## src/hw/rtl/mpfde_pkg.sv

```systemverilog
// ============================================================================
// mpfde_pkg
// Shared types and constants for the page frame store drawing engine.
// ============================================================================
package mpfde_pkg;

    localparam int SCREEN_WIDTH  = 128;
    localparam int SCREEN_HEIGHT = 32;
    localparam int PAGE_COUNT    = (SCREEN_HEIGHT + 7) / 8;
    localparam int STORE_BYTES   = SCREEN_WIDTH * PAGE_COUNT;
    localparam int ADDR_W        = $clog2(STORE_BYTES);
    localparam int XW            = $clog2(SCREEN_WIDTH);
    localparam int YW            = $clog2(SCREEN_HEIGHT);
    localparam int QDEPTH        = 2;

    localparam logic [2:0] REQ_PIXEL = 3'd0;
    localparam logic [2:0] REQ_HLINE = 3'd1;
    localparam logic [2:0] REQ_VLINE = 3'd2;
    localparam logic [2:0] REQ_RECT  = 3'd3;
    localparam logic [2:0] REQ_CLEAR = 3'd4;
    localparam logic [2:0] REQ_READ  = 3'd5;

    localparam logic [2:0] MODE_WRITE = 3'd0;
    localparam logic [2:0] MODE_INV   = 3'd1;
    localparam logic [2:0] MODE_OR    = 3'd2;
    localparam logic [2:0] MODE_IAND  = 3'd3;
    localparam logic [2:0] MODE_XOR   = 3'd4;

    typedef enum logic [2:0] {
        OP_DRAW  = 3'd0,
        OP_CLEAR = 3'd1,
        OP_READ  = 3'd2,
        OP_NONE  = 3'd3
    } t_op;

    typedef struct packed {
        logic [2:0]        req_type;
        logic signed [11:0] first_x;
        logic signed [11:0] first_y;
        logic signed [11:0] second_x;
        logic signed [11:0] second_y;
        logic              pixel_value;
        logic [2:0]        write_mode;
        logic [8:0]        read_index;
    } t_req;

    typedef struct packed {
        logic [7:0] read_data;
        logic       fully_clipped;
    } t_rsp;

    // Classified, clipped job handed from front to back.
    typedef struct packed {
        t_op             op;
        logic            vert;
        logic            clipped;
        logic [XW-1:0]   x_lo;
        logic [XW-1:0]   x_hi;
        logic [YW-1:0]   y_lo;
        logic [YW-1:0]   y_hi;
        logic            pix;
        logic [2:0]      mode;
        logic [8:0]      ridx;
    } t_job;

    function automatic logic [7:0] apply_mode(logic [7:0] b, logic [7:0] m,
                                              logic p, logic [2:0] mode);
        logic [7:0] r;
        r = b;
        case (mode)
            MODE_WRITE: r = p ? (b | m) : (b & ~m);
            MODE_INV:   r = p ? (b & ~m) : (b | m);
            MODE_OR:    r = p ? (b | m) : b;
            MODE_IAND:  r = p ? b : (b & ~m);
            MODE_XOR:   r = p ? (b ^ m) : b;
            default:    r = b;
        endcase
        return r;
    endfunction

endpackage

```

## src/hw/rtl/mpfde_queue.sv

```systemverilog
// ============================================================================
// mpfde_queue
// Short job queue between the front and back ends.
// ============================================================================
module mpfde_queue (
    input  logic            i_clk,
    input  logic            i_rst_n,
    input  logic            i_push,
    input  mpfde_pkg::t_job i_job,
    input  logic            i_pop,
    output logic            o_empty,
    output logic            o_full,
    output mpfde_pkg::t_job o_job
);
    localparam int PW = $clog2(mpfde_pkg::QDEPTH);
    mpfde_pkg::t_job r_mem [mpfde_pkg::QDEPTH];
    logic [PW-1:0]   r_wp, r_rp;
    logic [PW:0]     r_cnt;

    always_ff @(posedge i_clk) begin
        if (!i_rst_n) begin
            r_wp  <= '0;
            r_rp  <= '0;
            r_cnt <= '0;
        end else begin
            if (i_push) r_wp <= r_wp + 1'b1;
            if (i_pop)  r_rp <= r_rp + 1'b1;
            r_cnt <= r_cnt + (PW+1)'(i_push) - (PW+1)'(i_pop);
        end
        if (i_push) r_mem[r_wp] <= i_job;
    end

    assign o_empty = (r_cnt == '0);
    assign o_full  = (r_cnt >= (PW+1)'(mpfde_pkg::QDEPTH - 1));
    assign o_job   = r_mem[r_rp];
endmodule

```

## config.mk

```make
export PLATFORM = sky130hd
export DESIGN_NAME = mpfde_queue
export DESIGN_NICKNAME = d
export VERILOG_FILES = /design/src/hw/rtl/mpfde_pkg.sv /design/src/hw/rtl/mpfde_queue.sv
export SDC_FILE = /design/constraint.sdc
export NUM_CORES = 1
export LEC_CHECK = 0
export BUFFER_PORTS_ARGS = -buffer_cell sky130_fd_sc_hd__buf_2
export CAP_MARGIN = 5
export CORE_ASPECT_RATIO = 0.8
export CORE_UTILIZATION = 25
export DETAILED_ROUTE_END_ITERATION = 6
export SETUP_SLACK_MARGIN = 0.15
export SYNTH_ARGS = -nofsm -noshare
export SYNTH_HDL_FRONTEND = slang
export SYNTH_SLANG_ARGS = --single-unit
export TNS_END_PERCENT = 50
```

## constraint.sdc

```tcl
create_clock -name i_clk -period 3.7 [get_ports i_clk]
set_clock_uncertainty 0.1 [all_clocks]
set_input_delay 0.74 -clock i_clk [delete_from_list [all_inputs] [get_ports i_clk]]
set_output_delay 0.74 -clock i_clk [all_outputs]
set_load 0.02 [all_outputs]
```

# Yosys cells after proc, flatten, opt, wreduce, memory -nomap -nowiden
# Memories as Yosys holds them, arrays and structs flattened. A register that Yosys moved wholly into a read port is not among the register bits.
# Index checks and enable logic that the tools add are counted.
[totals] reg_bits=4 ramBits=84 inputBits=46 out_inout_bits=44 wordCells=14 mem_count=1
[op_classes] n_addsub=4 n_lt_le_gt_ge=1 muxes=4 n_reduce_logical=1
[mem_list] memory="r_mem" words=2 word_bits=42 read_ports=1 rd_ports_with_merged_regs=1 write_ports=1 line_no="mpfde_queue.sv:16" rtl="mpfde_pkg::t_job r_mem [mpfde_pkg::QDEPTH];"
[op_table] operator="$mux W1" count=4
[op_table] operator="$add A1 B1 Y1 const B" count=2
[op_table] operator="$add A2 B1 Y2" count=1
[op_table] operator="$ge A2 B1 Y1 const B" count=1
[op_table] operator="$logic_not A2 Y1" count=1
[op_table] operator="$sub A2 B1 Y2" count=1

# Depth between registers and ports, before layout
# Gate-level depths: netlist of the first run.
[logic_depth] ltp_word=3 ltp_mapped=6 depth_no_buf=6

# Worst setup path after synthesis of the first run
# OpenSTA, ideal clock, no wires.
[synth_timing] path_type="input-to-reg" from="input port i_push" to="memory r_mem[0][0] in the netlist's numbering, enable pin" setup_time_ps=448 arrival_ps=2646 required_time_ps=3152 path_slack_ps=507 path_stages=1 path_buffers=0 cell_sequence="nor2b_1"
[synth_between] elab_chain_cells=2
[synth_lines] item="start, declared" line_no="mpfde_queue.sv:8" rtl="input logic i_push,"
[synth_lines] item="$mux W1" line_no="mpfde_queue.sv:30" rtl="if (i_push) r_mem[r_wp] <= i_job;"
[synth_lines] item="$mux W1 (not written as such)" line_no="mpfde_queue.sv:30"
[synth_lines] item="end, declared" line_no="mpfde_queue.sv:16"
# Every way passes these cells.

==> results.py, run 1 <==
metrics = {
    "global_routing": {
        "grt_pass1_wl_um": 8832,
        "track_usage_pct": 8.592,
        "grt_pass1_vias": 1611,
        "overflow": 0,
        "grt_start_max_net_pins": 43,
        "antenna_found_initial": 0,
    },
    "yosys": {
        "synth_top_flop_cell": "edfxtp_1",
        "ys_async_sr_fraction_pct": 0,
        "syn_area_um2": 3460,
        "synth_area_per_cell_um2": 22.76,
        "synth_top_area_share_pct": 72.91,
        "synthTopCellsByCount": "84 x edfxtp_1, 40 x mux2_4, 5 x dfxtp_1",
        "ys_types": 14,
        "syn_inst": 152,
        "synth_top_area_cell": "edfxtp_1",
        "synth_area_leaders": "edfxtp_1 73%, mux2_4 17%, dfxtp_1 2.9%",
        "ys_warn_count": 0,
        "synth.most_common_cell": "edfxtp_1",
        "synth_enable_flop_cells": 84,
        "synth_seq_cells": 89,
        "synth_nets": 200,
        "ys_seq_area_share_pct": 75.80,
    },
    "timing": {
        "final_hold_viol_count": 0,
        "min_period_ps": 2668,
        "hold_ws_ps": 491.6,
        "fmax_mhz": 374.8,
        "finalMaxSlewViolations": 0,
        "tns_ps": 0,
        "period_share_pct": 72.12,
        "rsz0062_at_grt": "false",
        "setup_viol": 0,
        "setup_ws_ps": 1032,
        "max-slew-margin-rel_pct": 29.42,
        "worstMarginPinSlew_ps": 1059,
    },
    "route": {
        "firstDrtPassIters": 2,
        "postRouteAntennaNets": 0,
        "vias": 1653,
        "wl_per_cell_um": 13.56,
        "route.detailed.drc": 0,
        "dr.first_iter.drc_count": 65,
        "wirelength_um": 5884,
        "viasPerCell": 3.809,
    },
    "critical_path": {
        "r2r-end": "r_mem[0][27]",
        "critical_path_arrival_ps": 1830,
        "crit_fanout": 29,
        "required_ps": 2860,
        "cp_num_buf_inv": 2,
        "crit_slowest_cell": "dfxtp_2",
        "path_cells": "buf_12 -> mux2_2 -> buf_2",
        "rr_startpoint": "r_wp",
        "rrSetupSlack_ps": 1930,
        "endpoint_kind": "output pin",
        "worstSetupPathType": "register to output pin",
        "cp.depth": 3,
        "slowest_delay_ps": 640,
        "cp-start-kind": "register",
        "r2r_cells": 2,
        "critPathTopFamily": "flip-flops",
        "cp-endpoint": "o_job[27]",
    },
    "power_and_ir_drop": {
        "leakagePower_nw": 1.729,
        "power_density_nw_per_um2": 559.9,
        "power_mw": 2.463,
        "ir_worst_vdd_mv": 0.1899,
    },
    "clock_network": {
        "postCtsSetupBuffers": 0,
        "clkLatencyLatePin_ps": 330,
        "clkTransAtPathRegs_ps": 60,
        "numCtsBuffers": 9,
        "cts_num_sinks": 89,
        "cts_max_level": 3,
        "clk_root_buffer_cell": "clkbuf_16",
        "cts-resized-gates": 0,
        "postCtsHoldBufs": 0,
        "cts_buffer_depth": 2,
        "cts_tree": "done",
    },
    "finish": {
        "final_cells": 434,
        "n_antenna_cell": 0,
        "fin_area_um2": 4399,
        "final_util_pct": 32.47,
        "syn2layout_area_growth_pct": 27.16,
        "nets": 297,
        "layout-drive-gt1-share_pct": 59.06,
    },
    "die": {
        "die_h_um": 107.2,
        "die_w_um": 133.5,
        "initial_core_util_pct": 25.53,
        "io_pins": 90,
        "fp-row-count": 38,
        "core-area_um2": 13550,
        "dieArea_um2": 14320,
    },
    "placed_design": {
        "gp_congestion": 0.6349,
        "placed_cell_area_um2": 4076,
        "dpl_worst_slack_ps": 1309,
        "dp_hpwl_um": 3912,
        "io_buffers": 89,
        "dp_cells": 418,
    },
    "status": {
        "run_status": "finished, final reports clean",
    },
    "hold_path": {
        "hp-class": "register to register",
    },
    "flow_run": {
        "cap_violations": 0,
    },
}
-- power breakdown --
part	switching, mW	internal [mW]
Combinational	0.164	0.149
Clock	0.351	0.611
Sequential	0.0234	1.16
-- routing by layer --
| metal | global-route usage (%) | share of wire [%] | up-vias |
|---|---|---|---|
| met4 | 3.896 | 1.6 | 0 |
| li1 | - | - | 782 |
| met2 | 12.43 | 44 | 58 |
| met1 | 10.49 | 46 | 803 |
| met3 | 4.586 | 8.1 | 10 |
| met5 | 0 | 0 | - |
-- worst min-delay path by stage --
| stage | startpoint | end | cells after the start |
|---|---|---|---|
| detailed placement | r_rp | register | 2 |
| global route | i_job[39] | r_mem[0][39] | 1 |
| floorplan | r_rp | register | 2 |
| CTS | i_job[36] | r_mem[0][36] | 1 |
| finish | r_rp | r_rp | 2 |
| global placement | r_rp | register | 2 |
-- sequential cells by signal, indices dropped and copies added, names as in the netlist, named ones only --
register and cells:
r_rp 1, r_cnt 2, r_wp 1, r_mem 84
-- final cells by class --
cell class                      instances  area [µm²]
Fill cell                            1318        9151
Multi-Input combinational cell         55       743.2
Clock inverter                          4       76.32
Timing Repair Buffer                   91       473.0
Tap cell                              180       225.2
Clock buffer                           12       246.5
Inverter                                3       11.26
Sequential cell                        89        2624
-- worst reg2reg max path: stages, from the launching register on --
cell     delay (ps)
dfxtp_1         340
nor2b_4         490
buf_4           490
-- kinds of logic (layout without fill, tap and decap cells) --
family	Yosys count	after routing	share of synthesized area, %
AND/OR/NAND/NOR	8	8	1.374
buffers and inverters	8	110	2.966
XOR/XNOR	2	2	0.9042
flip-flops	89	89	75.80
AO/OA/AOI/OAI	1	1	0.2171
multiplexers	42	42	18.01
adder cells (fa/ha/maj)	2	2	0.7232
-- cell usage in the layout, fill, tap and decap left out, types with 2 or more instances in the layout --
| cell type | instances |
|---|---|
| and2_1 | 3 |
| buf_2 | 89 |
| bufinv_16 | 2 |
| clkbuf_1 | 2 |
| clkbuf_16 | 9 |
| dfxtp_1 | 4 |
| edfxtp_1 | 84 |
| ha_1 | 2 |
| inv_1 | 3 |
| mux2_2 | 2 |
| mux2_4 | 40 |
| nor2b_1 | 2 |
Note: power is estimated with default switching activity, not from simulation.
==> inputs of run 2 (changes only) <==
==> constraint.sdc (replaced) <==
create_clock -name i_clk -period 2.2 [get_ports i_clk]
set_clock_uncertainty 0.1 [all_clocks]
set_input_delay 0.44 -clock i_clk [delete_from_list [all_inputs] [get_ports i_clk]]
set_output_delay 0.44 -clock i_clk [all_outputs]
set_load 0.02 [all_outputs]
==> run 2 against run 1 <==
Against the previous run: sequential power increased by 67%; critical path depth stayed put; power grew 69%; register-to-register slack worse by 1200 ps; worst hold slack worse by 310 ps; clock-buffer cell count decreased by 3; flip-flop and latch count is the same; clock power is 67% higher; critical endpoint is now o_job[6].
==> results.py, run 2 (synthesis gave the netlist of run 1 again) <==
metrics = {
    "clock_network": {
        "clkTransAtPathRegs_ps": 60,
        "cts_buffer_depth": 2,
        "cts_tree": "done",
        "clk_root_buffer_cell": "clkbuf_16",
        "cts_num_sinks": 89,
        "numCtsBuffers": 9,
        "clkLatencyLatePin_ps": 340,
        "cts_max_level": 3,
        "postCtsHoldBufs": 0,
    },
    "power_and_ir_drop": {
        "pwr-share-clk_pct": 38.7,
        "p_int_mw": 3.229,
        "power_density_nw_per_um2": 926.4,
        "share_seq_of_total_power_pct": 47.7,
        "power_mw": 4.168,
        "pwr-share-comb_pct": 13.5,
        "swShare_pct": 22.53,
        "ir_worst_vdd_mv": 0.4995,
        "p_sw_mw": 0.9392,
        "leakagePower_nw": 1.783,
    },
    "finish": {
        "syn2layout_area_growth_pct": 30.05,
        "final_cell_mix": "89 x buf_2, 84 x edfxtp_1, 40 x mux2_4, 9 x clkbuf_16, 5 x buf_12",
        "nets": 304,
        "seqCellArea_um2": 2626,
        "final_common_cell": "buf_2",
        "largest_register_ffs": 84,
        "multiInputGateArea_um2": 743.2,
        "fillers": 1320,
        "top_regs": "r_mem x84, r_cnt x2",
        "layout-drive-gt1-share_pct": 60.15,
        "n_antenna_cell": 0,
        "top_register": "r_mem",
    },
    "critical_path": {
        "endpoint_kind": "output pin",
        "path_cells": "buf_12 -> mux2_4 -> buf_2",
        "rrSetupSlack_ps": 770,
        "slowest_delay_ps": 420,
        "worstSetupPathType": "register to output pin",
        "crit_fanout": 13,
        "required_ps": 1660,
        "cp-start-kind": "register",
        "cp_num_buf_inv": 2,
        "critical_path_arrival_ps": 1430,
        "crit_slowest_cell": "dfxtp_4",
        "critPathTopFamily": "flip-flops",
    },
    "global_routing": {
        "overflow": 0,
        "antenna_found_initial": 0,
        "grt_start_max_net_pins": 44,
        "grt_pass1_wl_um": 8666,
        "grt_pass1_vias": 1628,
        "track_usage_pct": 8.754,
    },
    "timing": {
        "fmax_mhz": 506.9,
        "finalMaxSlewViolations": 0,
        "tns_ps": 0,
        "worstMarginPinSlew_ps": 401.6,
        "max-slew-margin-rel_pct": 73.23,
        "setup_viol": 0,
        "period_share_pct": 89.68,
        "rsz0062_at_grt": "false",
        "final_hold_viol_count": 0,
        "min_period_ps": 1973,
    },
    "placed_design": {
        "dp_hpwl_um": 3987,
        "io_buffers": 89,
        "gp_congestion": 0.6851,
    },
    "route": {
        "viasPerCell": 3.757,
        "dr.first_iter.drc_count": 41,
        "route.detailed.drc": 0,
        "wl_per_cell_um": 13.40,
        "wirelength_um": 5910,
        "vias": 1657,
        "postRouteAntennaNets": 0,
        "firstDrtPassIters": 4,
    },
    "flow_run": {
        "cap_violations": 0,
    },
    "die": {
        "dieArea_um2": 14320,
        "die_w_um": 133.5,
        "die_h_um": 107.2,
        "fp-row-count": 38,
        "initial_core_util_pct": 25.53,
        "core-area_um2": 13550,
        "io_pins": 90,
    },
    "status": {
        "run_status": "finished, final reports clean",
    },
    "hold_path": {
        "hp-class": "input port to register",
    },
}
## run 2: through the flow
| step | setup WS [ps] | cells | cell area [µm²] | hold WS, ps | utilization, % |
|---|---|---|---|---|---|
| 4_1_cts | 192.3 | 441 | 4499 | 165.8 | 33.20 |
| 2_1_floorplan | 240.1 | 152 | 3467 | 438.9 | - |
| 6_report | 227.1 | 441 | 4499 | 185.8 | 33.20 |
| 5_1_grt | 162.0 | 441 | 4499 | 161.0 | 33.20 |
| 3_3_place_gp | 454.4 | 422 | 4159 | 467.2 | 30.69 |
| 3_5_place_dp | 440.9 | 422 | 4159 | 474.2 | 30.69 |
## run 2: final cells by class
type / count / share of cell area, %
clock buffer: 9 / 5.006
clock inverter: 7 / 2.058
inverter: 3 / 0.2503
multi-input combinational: 55 / 16.52
sequential: 89 / 58.37
tap: 180 / 5.006
timing repair buffer: 98 / 12.79
## run 2: final timing paths
kind / startpoint / endpoint / cells after the start
setup / recovery: register / o_job[6] / 3
hold / removal: i_job[24] / r_mem[1][24] / 1
setup reg to reg: r_wp / r_mem[1][37] / 2
hold reg to reg: r_rp / r_rp / 2
## run 2: what timing repair did
action	4_1_cts	5_1_grt
endpoints found under the setup margin	31	0
buffers inserted	3	0
resized for setup	0	0
## run 2: routing by layer
| metal | track usage (%) | part of all wire [%] | vias to the layer above |
|---|---|---|---|
| li1 | - | - | 796 |
| met1 | 10.38 | 46 | 792 |
| met2 | 13.36 | 46 | 63 |
| met3 | 4.870 | 7.3 | 6 |
| met4 | 2.922 | 0.93 | 0 |
| met5 | 0 | 0 | - |
## run 2: power by group through the flow
stage	logic [mW]	clock network (mW)	registers, mW
finish	0.564	1.61	1.99
global route	0.608	1.73	2.00
CTS	0.579	1.68	1.99
detailed placement	0.562	0	2.03
global placement	0.554	0	2.03
floorplan	0.404	0	2.01
