===== config.mk =====
export PLATFORM = sky130hd
export DESIGN_NAME = mpfde_front
export DESIGN_NICKNAME = d
export VERILOG_FILES = /design/src/hw/rtl/mpfde_pkg.sv /design/src/hw/rtl/mpfde_front.sv
export SDC_FILE = /design/constraint.sdc
export NUM_CORES = 1
export LEC_CHECK = 0
export ABC_CLOCK_PERIOD_IN_PS = 4000
export BUFFER_PORTS_ARGS = -buffer_cell sky130_fd_sc_hd__buf_2
export CAP_MARGIN = 15
export CORE_MARGIN = 2
export CORE_UTILIZATION = 30
export DETAILED_ROUTE_END_ITERATION = 6
export PLACE_DENSITY_LB_ADDON = 0.05
export SLEW_MARGIN = 15
export SYNTH_ARGS = -nofsm -noshare
export SYNTH_HDL_FRONTEND = slang
export SYNTH_SLANG_ARGS = --single-unit

===== constraint.sdc =====
create_clock -name i_clk -period 4 [get_ports i_clk]
set_clock_uncertainty 0.2 [all_clocks]
set_input_delay 0.2 -clock i_clk [delete_from_list [all_inputs] [get_ports i_clk]]
set_output_delay 0.2 -clock i_clk [all_outputs]
set_load 0.01 [all_outputs]

===== src/hw/rtl/mpfde_pkg.sv =====
// ============================================================================
// mpfde_pkg
// Shared types and constants for the page frame store drawing engine.
// ============================================================================
package mpfde_pkg;

    localparam int SCREEN_WIDTH  = 128;
    localparam int SCREEN_HEIGHT = 32;
    localparam int PAGE_COUNT    = (SCREEN_HEIGHT + 7) / 8;
    localparam int STORE_BYTES   = SCREEN_WIDTH * PAGE_COUNT;
    localparam int ADDR_W        = $clog2(STORE_BYTES);
    localparam int XW            = $clog2(SCREEN_WIDTH);
    localparam int YW            = $clog2(SCREEN_HEIGHT);
    localparam int QDEPTH        = 2;

    localparam logic [2:0] REQ_PIXEL = 3'd0;
    localparam logic [2:0] REQ_HLINE = 3'd1;
    localparam logic [2:0] REQ_VLINE = 3'd2;
    localparam logic [2:0] REQ_RECT  = 3'd3;
    localparam logic [2:0] REQ_CLEAR = 3'd4;
    localparam logic [2:0] REQ_READ  = 3'd5;

    localparam logic [2:0] MODE_WRITE = 3'd0;
    localparam logic [2:0] MODE_INV   = 3'd1;
    localparam logic [2:0] MODE_OR    = 3'd2;
    localparam logic [2:0] MODE_IAND  = 3'd3;
    localparam logic [2:0] MODE_XOR   = 3'd4;

    typedef enum logic [2:0] {
        OP_DRAW  = 3'd0,
        OP_CLEAR = 3'd1,
        OP_READ  = 3'd2,
        OP_NONE  = 3'd3
    } t_op;

    typedef struct packed {
        logic [2:0]        req_type;
        logic signed [11:0] first_x;
        logic signed [11:0] first_y;
        logic signed [11:0] second_x;
        logic signed [11:0] second_y;
        logic              pixel_value;
        logic [2:0]        write_mode;
        logic [8:0]        read_index;
    } t_req;

    typedef struct packed {
        logic [7:0] read_data;
        logic       fully_clipped;
    } t_rsp;

    // Classified, clipped job handed from front to back.
    typedef struct packed {
        t_op             op;
        logic            vert;
        logic            clipped;
        logic [XW-1:0]   x_lo;
        logic [XW-1:0]   x_hi;
        logic [YW-1:0]   y_lo;
        logic [YW-1:0]   y_hi;
        logic            pix;
        logic [2:0]      mode;
        logic [8:0]      ridx;
    } t_job;

    function automatic logic [7:0] apply_mode(logic [7:0] b, logic [7:0] m,
                                              logic p, logic [2:0] mode);
        logic [7:0] r;
        r = b;
        case (mode)
            MODE_WRITE: r = p ? (b | m) : (b & ~m);
            MODE_INV:   r = p ? (b & ~m) : (b | m);
            MODE_OR:    r = p ? (b | m) : b;
            MODE_IAND:  r = p ? b : (b & ~m);
            MODE_XOR:   r = p ? (b ^ m) : b;
            default:    r = b;
        endcase
        return r;
    endfunction

endpackage


===== src/hw/rtl/mpfde_front.sv =====
// ============================================================================
// mpfde_front
// Classifies and clips commands into jobs for the back end.
// ============================================================================
module mpfde_front (
    input  logic                 i_clk,
    input  logic                 i_rst_n,
    input  logic                 i_start,
    input  mpfde_pkg::t_req      i_req,
    input  logic                 i_full,
    output logic                 o_push,
    output mpfde_pkg::t_job      o_job,
    output logic                 o_busy
);
    logic signed [12:0] xa, xb, ya, yb, xlo, xhi, ylo, yhi;
    logic               x_off, y_off;
    mpfde_pkg::t_job    n_job, r_job;
    logic               r_push;

    always_comb begin
        xa = {i_req.first_x[11], i_req.first_x};
        ya = {i_req.first_y[11], i_req.first_y};
        case (i_req.req_type)
            mpfde_pkg::REQ_PIXEL: begin
                xb = xa;
                yb = ya;
            end
            mpfde_pkg::REQ_HLINE: begin
                xb = {i_req.second_x[11], i_req.second_x};
                yb = ya;
            end
            mpfde_pkg::REQ_VLINE: begin
                xb = xa;
                yb = {i_req.second_y[11], i_req.second_y};
            end
            default: begin
                xb = {i_req.second_x[11], i_req.second_x};
                yb = {i_req.second_y[11], i_req.second_y};
            end
        endcase
        xlo = (xa < xb) ? xa : xb;
        xhi = (xa < xb) ? xb : xa;
        ylo = (ya < yb) ? ya : yb;
        yhi = (ya < yb) ? yb : ya;
        x_off = (xhi < 0) || (xlo >= 13'(mpfde_pkg::SCREEN_WIDTH));
        y_off = (yhi < 0) || (ylo >= 13'(mpfde_pkg::SCREEN_HEIGHT));
        if (xlo < 0) xlo = '0;
        if (xhi >= 13'(mpfde_pkg::SCREEN_WIDTH)) xhi = 13'(mpfde_pkg::SCREEN_WIDTH - 1);
        if (ylo < 0) ylo = '0;
        if (yhi >= 13'(mpfde_pkg::SCREEN_HEIGHT)) yhi = 13'(mpfde_pkg::SCREEN_HEIGHT - 1);

        n_job.vert    = (i_req.req_type == mpfde_pkg::REQ_VLINE);
        n_job.clipped = x_off || y_off;
        n_job.x_lo    = xlo[mpfde_pkg::XW-1:0];
        n_job.x_hi    = xhi[mpfde_pkg::XW-1:0];
        n_job.y_lo    = ylo[mpfde_pkg::YW-1:0];
        n_job.y_hi    = yhi[mpfde_pkg::YW-1:0];
        n_job.pix     = (i_req.req_type == mpfde_pkg::REQ_PIXEL) ? i_req.pixel_value : 1'b1;
        n_job.mode    = i_req.write_mode;
        n_job.ridx    = i_req.read_index;
        case (i_req.req_type)
            mpfde_pkg::REQ_PIXEL, mpfde_pkg::REQ_HLINE,
            mpfde_pkg::REQ_VLINE, mpfde_pkg::REQ_RECT: n_job.op = mpfde_pkg::OP_DRAW;
            mpfde_pkg::REQ_CLEAR: n_job.op = mpfde_pkg::OP_CLEAR;
            mpfde_pkg::REQ_READ:  n_job.op = mpfde_pkg::OP_READ;
            default:              n_job.op = mpfde_pkg::OP_NONE;
        endcase
    end

    always_ff @(posedge i_clk) begin
        if (!i_rst_n) begin
            r_push <= 1'b0;
        end else begin
            r_push <= i_start && !o_busy;
        end
        if (i_start && !o_busy) begin
            r_job <= n_job;
        end
    end

    assign o_busy = i_full || r_push;
    assign o_push = r_push;
    assign o_job  = r_job;
endmodule


### Word-level counts from Yosys, hierarchy flattened

Index checks and enable logic that the tools add are counted.

| word-level totals | value |
|---|---|
| logic and storage cells | 43 |
| bits of input ports | 68 |
| register bits | 43 |

| cells by class | value |
|---|---|
| $lt $le $gt $ge | 10 |
| reductions and logical operators | 10 |
| mux-type cells | 7 |
| equality and inequality tests | 5 |

Operators with widths:

| operator | number |
|---|---|
| 13-bit 2-to-1 mux | 6 |
| 13-bit by 1-bit < comparator with 1-bit output (second input constant) | 4 |
| 13-bit by 7-bit >= comparator with 1-bit output (second input constant) | 2 |
| 13-bit by 9-bit >= comparator with 1-bit output (second input constant) | 2 |
| 12-bit by 13-bit < comparator with 1-bit output | 2 |
| 3-bit by 2-bit == test with 1-bit output (second input constant) | 2 |
| 3-bit == test (second input constant) | 2 |
| 2-bit case mux with 3 select lines | 1 |
| 1-bit logical OR | 4 |
| 2-bit OR reduction | 2 |
| 4-bit OR reduction | 1 |
| 3-bit by 1-bit == test with 1-bit output (second input constant) | 1 |
| 3-bit zero test | 1 |
| 1-bit logical AND | 1 |
| 1-bit zero test | 1 |

### Depth between registers and ports, before layout

Gate-level depths: netlist (run 1).

| logic depth | value |
|---|---|
| depth in word-level cells | 8 |
| mapped depth | 13 |

### Worst setup path before layout (run 1)

OpenSTA, ideal clock, no wires.

| timing | value |
|---|---|
| kind | input-to-reg |
| start point | input i_req[63] in the netlist's numbering |
| end point | register r_job (netlist bit o_job[37]), data pin |
| path slack | 0.824 ns |
| path buffers | 0 |
| stages on the path | 10 |
| data arrival time | 2.838 ns |
| library setup time | 0.138 ns |
| cell sequence | nor2_2 > mux2_2 > inv_1 > ha_1 > a2111oi_2 > a211oi_2 > a2111oi_4 > mux2_4 > a211o_1 > nand4_1 |

RTL lines:

| element | line | text |
|---|---|---|
| start: declaration | mpfde_front.sv:9 | `input mpfde_pkg::t_req i_req,` |
| end signal: assignment | mpfde_front.sv:77 | `r_job <= n_job;` |
| end: declaration | mpfde_front.sv:17 | `mpfde_pkg::t_job n_job, r_job;` |

### Final worst setup path (run 1)

| timing | value |
|---|---|
| start point | input i_req[63] in the netlist's numbering |
| end point | register r_job (netlist bit o_job[18]), data pin |

| between the ends | value |
|---|---|
| longest elaborated chain between the ends | 6 |

Ends and longest elaborated chain:

| element | line | text |
|---|---|---|
| 3-bit by 1-bit == test with 1-bit output / 3-bit zero test (equally long branches) | mpfde_front.sv:23 | `case (i_req.req_type)` |
| 2-bit OR reduction (no source line) * | n/a |  |
| 13-bit 2-to-1 mux * | mpfde_front.sv:23 |  |
| 12-bit by 13-bit < comparator with 1-bit output | mpfde_front.sv:43 | `ylo = (ya < yb) ? ya : yb;` |
| 13-bit 2-to-1 mux * | mpfde_front.sv:43 |  |
| 13-bit by 1-bit < comparator with 1-bit output | mpfde_front.sv:49 | `if (ylo < 0) ylo = '0;` |

Every way passes the cells marked *; elsewhere a longest branch is shown, timed or not.
A chain may end at the register's enable or synchronous reset.

==> results_dict.tcl, run 1 <==
set metrics [dict create \
    outcome "finished, final reports clean" \
    synthArstFlopShare 0 \
    synthTopCellsByArea "edfxtp_1 (44%), ha_1 (9.5%), mux2i_1 (9.0%)" \
    antenna_found_initial 0 \
    synth.avg_cell_area_um2 11.3 \
    rsz0062_at_grt "no" \
    finalHoldViolCount 0 \
    avgViaCountPerCell 4.79 \
    grt.total_usage 0.138 \
    wl_met1_um 3640 \
    grt_max_degree 23 \
    grt_pass1_vias 2182 \
    finalSetupTns_ns 0 \
    rrSetupSlack_ns 1.93 \
    yosys.cell_types.count 56 \
    reg2reg_to "o_job[19]" \
    cts_tree "done" \
    wl_met2_um 2980 \
    r2r_cells 3 \
    finalCriticalPeriod_ns 3.22 \
    fmax_ghz 0.310 \
    yosys.area.top_type "edfxtp_1" \
    slew_headroom 0.436 \
    io_buffers 110 \
    endpoint_kind "flip-flop" \
    synth-seq-cells 42 \
    die_h_um 100 \
    dp_hpwl_um 5540 \
    yosysWarnings 0 \
    post_cts_resized 0 \
    cts.clk_slew.worst_paths_ns 0.08 \
    drive_gt1_frac 0.402 \
    crit_chain "buf_2 -> or2_1 -> mux2_2 -> inv_1 -> ha_1 -> and3_2 -> and3_2 -> o32a_1 -> o41a_1 -> buf_4 -> nand2_1 -> mux2i_1 -> nor2_1" \
    hold_end "o_job[40]" \
    dr.pass1.iters 4 \
    hold_depth 2 \
    place.gp.congestion 0.791 \
    leakage_nw 1.64 \
    drt-total-wl_um 7080 \
    wl_per_cell_um 14.6 \
    htree_levels 2 \
    synth_enable_flop_cells 41 \
    power_density_nw_per_um2 319 \
    holdCritPathClass "primary input to flip-flop" \
    cpMostUsedCell "and3_2" \
    die_w_um 100 \
    cap_violations 0 \
    clockBufferDepth 2 \
    synth_nets 333 \
    worst_path_largest_cell_delay_ns 0.45 \
    power_mw 1.17 \
    period_share 0.806 \
    clock-root-buffer "clkbuf_8" \
    yosys.area.top_type_share 0.445 \
    clock_latency_ns 0.30 \
    yosysSeqAreaShare 0.452 \
    antenna-diode-count 0 \
    worstHoldStart "i_req[61]" \
    hold_buffers 14 \
    worst_pin_slew_ns 0.839 \
    rows 35 \
    area.growth.synth_to_final_pct 32.7 \
    grt_overflow 0 \
    drt-initial-drc-count 75 \
    postSynthCellCount 244 \
    syn-cell-area_um2 2770 \
    post_cts_buffers 0 \
    drc 0 \
    arrival_ns 3.08 \
    crit_buf_inv 3 \
    cpMaxStageDelayCell "or2_1" \
    path_class "primary input to flip-flop" \
    grt_pass1_wl_um 10900 \
    numClockSinks 42 \
    core_um2 9110 \
    wl_met3_um 360 \
    cts_buffers 5 \
    synth_top_flop_cell "edfxtp_1" \
    io_pins 112 \
    ir_worst_vdd_mv 0.121 \
    drv_slew 0 \
    cp_max_fo 15 \
    cp.depth 13 \
    final_nets 461 \
    finalSetupViolCount 0 \
    layout_common_cells "buf_2 (110), edfxtp_1 (41), mux2i_1 (25)" \
    initial_core_util 0.304 \
    detail-route-antenna-nets 0 \
    startpoint_type "primary input" \
    path_delay_family "simple AND/OR/NAND/NOR gates" \
    vias 2320 \
    crit_required_ns 3.86 \
    top_layer "met4" \
    dieArea_um2 10000 \
    layout_commonest_cell "buf_2" \
    regToRegStartpoint "o_push" \
]
==> worst max path at each step <==
stage	from	end	slack, ns
floorplan	i_req[63]	o_job[37]	0.82
global placement	i_req[63]	o_job[18]	0.52
detailed placement	i_req[63]	o_job[18]	0.46
CTS	i_req[63]	o_job[18]	0.77
global route	i_req[63]	o_job[13]	0.61
finish	i_req[63]	o_job[18]	0.78
==> synthesized netlist by cell type (2+ instances only) <==
| master | count |
|---|---|
| o21ai_0 | 11 |
| a211o_1 | 2 |
| or4_1 | 2 |
| nor3_1 | 2 |
| nor2b_1 | 2 |
| a21oi_1 | 6 |
| ha_1 | 21 |
| or2_1 | 2 |
| inv_1 | 12 |
| buf_4 | 2 |
| nor2_1 | 19 |
| o21ai_2 | 2 |
| nand2_1 | 20 |
| nand3_1 | 10 |
| and3_2 | 2 |
| mux2_2 | 7 |
| a211oi_2 | 4 |
| nor4_1 | 2 |
| nand4_1 | 2 |
| and2_1 | 2 |
| buf_6 | 3 |
| a21oi_2 | 2 |
| a211oi_1 | 9 |
| edfxtp_1 | 41 |
| mux2i_1 | 25 |
| o21a_1 | 2 |
==> state kept, by name (all words and copies together) (netlist names) <==
signal	count
o_push	1
o_job	41
==> stage by stage <==
stage | instances | utilization | area (µm²) | hold WS, ns | setup WS (ns)
finish | 484 | 0.403 | 3670 | 0.0252 | 0.776
global placement | 462 | 0.378 | 3440 | 0.177 | 0.517
floorplan | 244 | - | 2770 | 0.0989 | 0.824
detailed placement | 462 | 0.378 | 3440 | 0.179 | 0.464
CTS | 484 | 0.403 | 3670 | 0.0143 | 0.770
global route | 484 | 0.403 | 3670 | 0.0312 | 0.612
==> cell families (layout without fill, tap and decap cells) <==
logic type,count (synthesis),in the layout,share of synthesized area
compound gates,55,55,0.164
simple gates,71,71,0.122
fa+ha+maj,21,21,0.0949
buf+inv,20,149,0.0384
flops,42,42,0.452
other cells,1,1,0.00135
mux,33,33,0.124
xor+xnor,1,1,0.00316
==> cell type report <==
type | instances | area [µm²]
Clock buffer | 5 | 68.8
Clock inverter | 3 | 23.8
Fill cell | 918 | 5430
Inverter | 12 | 45.0
Multi-Input combinational cell | 182 | 1420
Sequential cell | 42 | 1250
Tap cell | 111 | 139
Timing Repair Buffer | 129 | 728
==> power by group <==
group	switching (mW)	internal, mW
Clock	0.166	0.125
Combinational	0.197	0.154
Sequential	0.00632	0.522
Total	0.370	0.802
==> worst reg2reg max path, delay by kind of cell (launching register included) <==
| family | cells | cell delay, ns |
|---|---|---|
| buffers and inverters | 1 | 0.42 |
| flip-flops | 1 | 0.32 |
| AND/OR/NAND/NOR | 2 | 0.81 |
==> layer usage <==
metal / global-route usage / up-vias
met3: 0.0223 / 6
met2: 0.209 / 72
met4: 0.0443 / 0
met5: 0 / -
li1: - / 1192
met1: 0.203 / 1050
Power figures use the tool's default switching activity.
==> run 2, diff against run 1 <==
--- a/config.mk
+++ b/config.mk
@@ -5,7 +5,8 @@
 export SDC_FILE = /design/constraint.sdc
 export NUM_CORES = 1
 export LEC_CHECK = 0
-export ABC_CLOCK_PERIOD_IN_PS = 4000
+export ABC_AREA = 1
+export ABC_CLOCK_PERIOD_IN_PS = 3300
 export BUFFER_PORTS_ARGS = -buffer_cell sky130_fd_sc_hd__buf_2
 export CAP_MARGIN = 15
 export CORE_MARGIN = 2
==> constraint.sdc (replaced) <==
create_clock -name i_clk -period 3.3 [get_ports i_clk]
set_clock_uncertainty 0.2 [all_clocks]
set_input_delay 0.165 -clock i_clk [delete_from_list [all_inputs] [get_ports i_clk]]
set_output_delay 0.165 -clock i_clk [all_outputs]
set_load 0.01 [all_outputs]
==> run 2 against run 1 <==
  * Combinational power is 35% higher
  * Largest power group unchanged
  * Design area is 6.4% higher
  * Sequential share of layout area is 2.0 points lower
  * Via count is 13% higher
  * Critical endpoint is now o_job[28]
  * Critical path type unchanged
==> results_dict.tcl, run 2 <==
set metrics [dict create \
    outcome "finished, final reports clean" \
    syn-cell-area_um2 2960 \
    yosys.area.top_type "edfxtp_1" \
    place_inst 581 \
    grt.met3_usage 0.0262 \
    worstHoldStart "i_req[61]" \
    seqCellArea_um2 1250 \
    crit_end "o_job[28]" \
    holdCritPathClass "primary input to flip-flop" \
    synth-seq-cells 42 \
    yosysSeqAreaShare 0.422 \
    die_h_um 103 \
    worst_path_largest_cell_delay_ns 0.41 \
    synth_enable_flop_cells 41 \
    busiest_layer "met2" \
    dpl-instance-area_um2 3620 \
    cts_buffers 5 \
    power_mw 1.61 \
    endpoint_kind "flip-flop" \
    drc 0 \
    initial_core_util 0.306 \
    yosysWarnings 0 \
    grtUsageMet1 0.186 \
    reg2reg_to "o_job[28]" \
    rsz0062_at_grt "no" \
    hold_depth 2 \
    wl_per_cell_um 12.1 \
    layout_commonest_cell "buf_2" \
    rrSetupSlack_ns 1.55 \
    avgViaCountPerCell 4.33 \
    drt-initial-drc-count 77 \
    postSynthCellCount 343 \
    crit_start "i_req[61]" \
    drt-total-wl_um 7300 \
    fillers 994 \
    grt_pass1_wl_um 11700 \
    detail-route-antenna-nets 0 \
    synthTopCellsByArea "edfxtp_1 (42%), nand2_1 (12%), ha_1 (8.9%)" \
    r2r_cells 3 \
    leakage_nw 1.90 \
    grt_overflow 0 \
    hold_slack_ns 0.00645 \
    numClockSinks 42 \
    crit_buf_inv 5 \
    worst_pin_slew_ns 0.528 \
    layout.cells.non_filler 604 \
    io_buffers 110 \
    grt_pass1_vias 2447 \
    cap_violations 0 \
    dieArea_um2 10700 \
    post-synth-top-count-cell "nand2_1" \
    yosys.area.top_type_share 0.416 \
    htree_levels 2 \
    fin_area_um2 3910 \
    cts_tree "done" \
    multiInputGateArea_um2 1440 \
    dp_slack_ns 0.117 \
    finalHoldViolCount 0 \
    crit_required_ns 3.14 \
    cp.depth 18 \
    vias 2616 \
    slew_headroom 0.648 \
    path_delay_family "simple AND/OR/NAND/NOR gates" \
    rows 36 \
    drive_gt1_frac 0.361 \
    startpoint_type "primary input" \
    final_util 0.404 \
    cp_max_fo 18 \
    finalSetupViolCount 0 \
    antenna-diode-count 0 \
    cpMaxStageDelayCell "o21ai_0" \
    yosys.cell_types.count 39 \
    clock-root-buffer "clkbuf_8" \
    path_class "primary input to flip-flop" \
    core_um2 9680 \
    final_nets 559 \
    clock_latency_ns 0.29 \
    cts.clk_slew.worst_paths_ns 0.09 \
    place.gp.congestion 0.779 \
    synth_nets 432 \
    finalCriticalPeriod_ns 2.84 \
    antenna_found_initial 0 \
    synthTopCellsByCount "nand2_1 (94), inv_1 (42), edfxtp_1 (41), ha_1 (21), o21ai_0 (19)" \
    area.growth.synth_to_final_pct 31.9 \
    regToRegStartpoint "o_push" \
    io_pins 112 \
    dp_hpwl_um 5780 \
    synth.avg_cell_area_um2 8.64 \
    dr.pass1.iters 4 \
    clockBufferDepth 2 \
    grt.total_usage 0.140 \
    largest_register_ffs 41 \
    cpMostUsedCell "nand2_1" \
    power_density_nw_per_um2 413 \
    period_share 0.861 \
    met2_usage 0.233 \
    arrival_ns 2.68 \
    synth_top_flop_cell "edfxtp_1" \
    finalSetupTns_ns 0 \
    setup_ws_ns 0.458 \
    drv_slew 0 \
    crit_chain "buf_2 -> inv_2 -> nand2_4 -> inv_2 -> o21ai_0 -> ha_1 -> nand2_1 -> inv_1 -> a21oi_1 -> nand2_1 -> nand2_1 -> nand2_2 -> nand2_2 -> nand2_2 -> inv_2 -> nand2_1 -> nand3_2 -> o211ai_2" \
    fmax_ghz 0.352 \
    layout_common_cells "buf_2 (110), nand2_1 (94), inv_1 (42)" \
    grt_max_degree 42 \
    synthArstFlopShare 0 \
    ir_worst_vdd_mv 0.145 \
    die_w_um 103 \
]
==> run 2: how the worst min path moves through the flow <==
stage | endpoint | slack, ns
floorplan | o_job[0] | 0.06
global placement | o_job[6] | 0.14
detailed placement | o_job[7] | 0.14
CTS | o_job[12] | 0.0009
global route | o_job[39] | 0.01
finish | o_job[39] | 0.006
==> run 2: logic make-up after synthesis <==
logic type,share of synthesized area
adder cells (fa/ha/maj),0.0887
multiplexers,0.00676
AO/OA/AOI/OAI,0.117
flip-flops,0.422
buffers and inverters,0.0937
other,0.00127
AND/OR/NAND/NOR,0.270
==> run 2: repair_timing <==
item / in CTS / in global routing
hold buffers: 15 / 0
hold endpoints to repair: 14 / 0
gates resized for setup: 0 / 0
buffers inserted: 0 / 0
==> run 2: area by class of cell <==
type	instances	area share
clock buffer	5	0.0176
multi-input combinational	244	0.369
timing repair buffer	128	0.185
sequential	42	0.320
inverter	49	0.0483
tap	133	0.0426
clock inverter	3	0.0176
==> run 2: routing by layer <==
layer  vias up  wire [µm]  share of wire
li1       1393          -              -
met1      1141       3430           0.47
met2        77       3360           0.46
met3         5        421          0.058
met4         0         83          0.011
met5         -          0              0
==> run 2: where the power goes <==
part	total, mW	internal [mW]	switching [mW]	leakage (nW)
Clock	0.497	0.303	0.193	0.0683
Sequential	0.644	0.637	0.00662	0.388
Combinational	0.474	0.181	0.293	1.44
Total	1.61	1.12	0.493	1.90
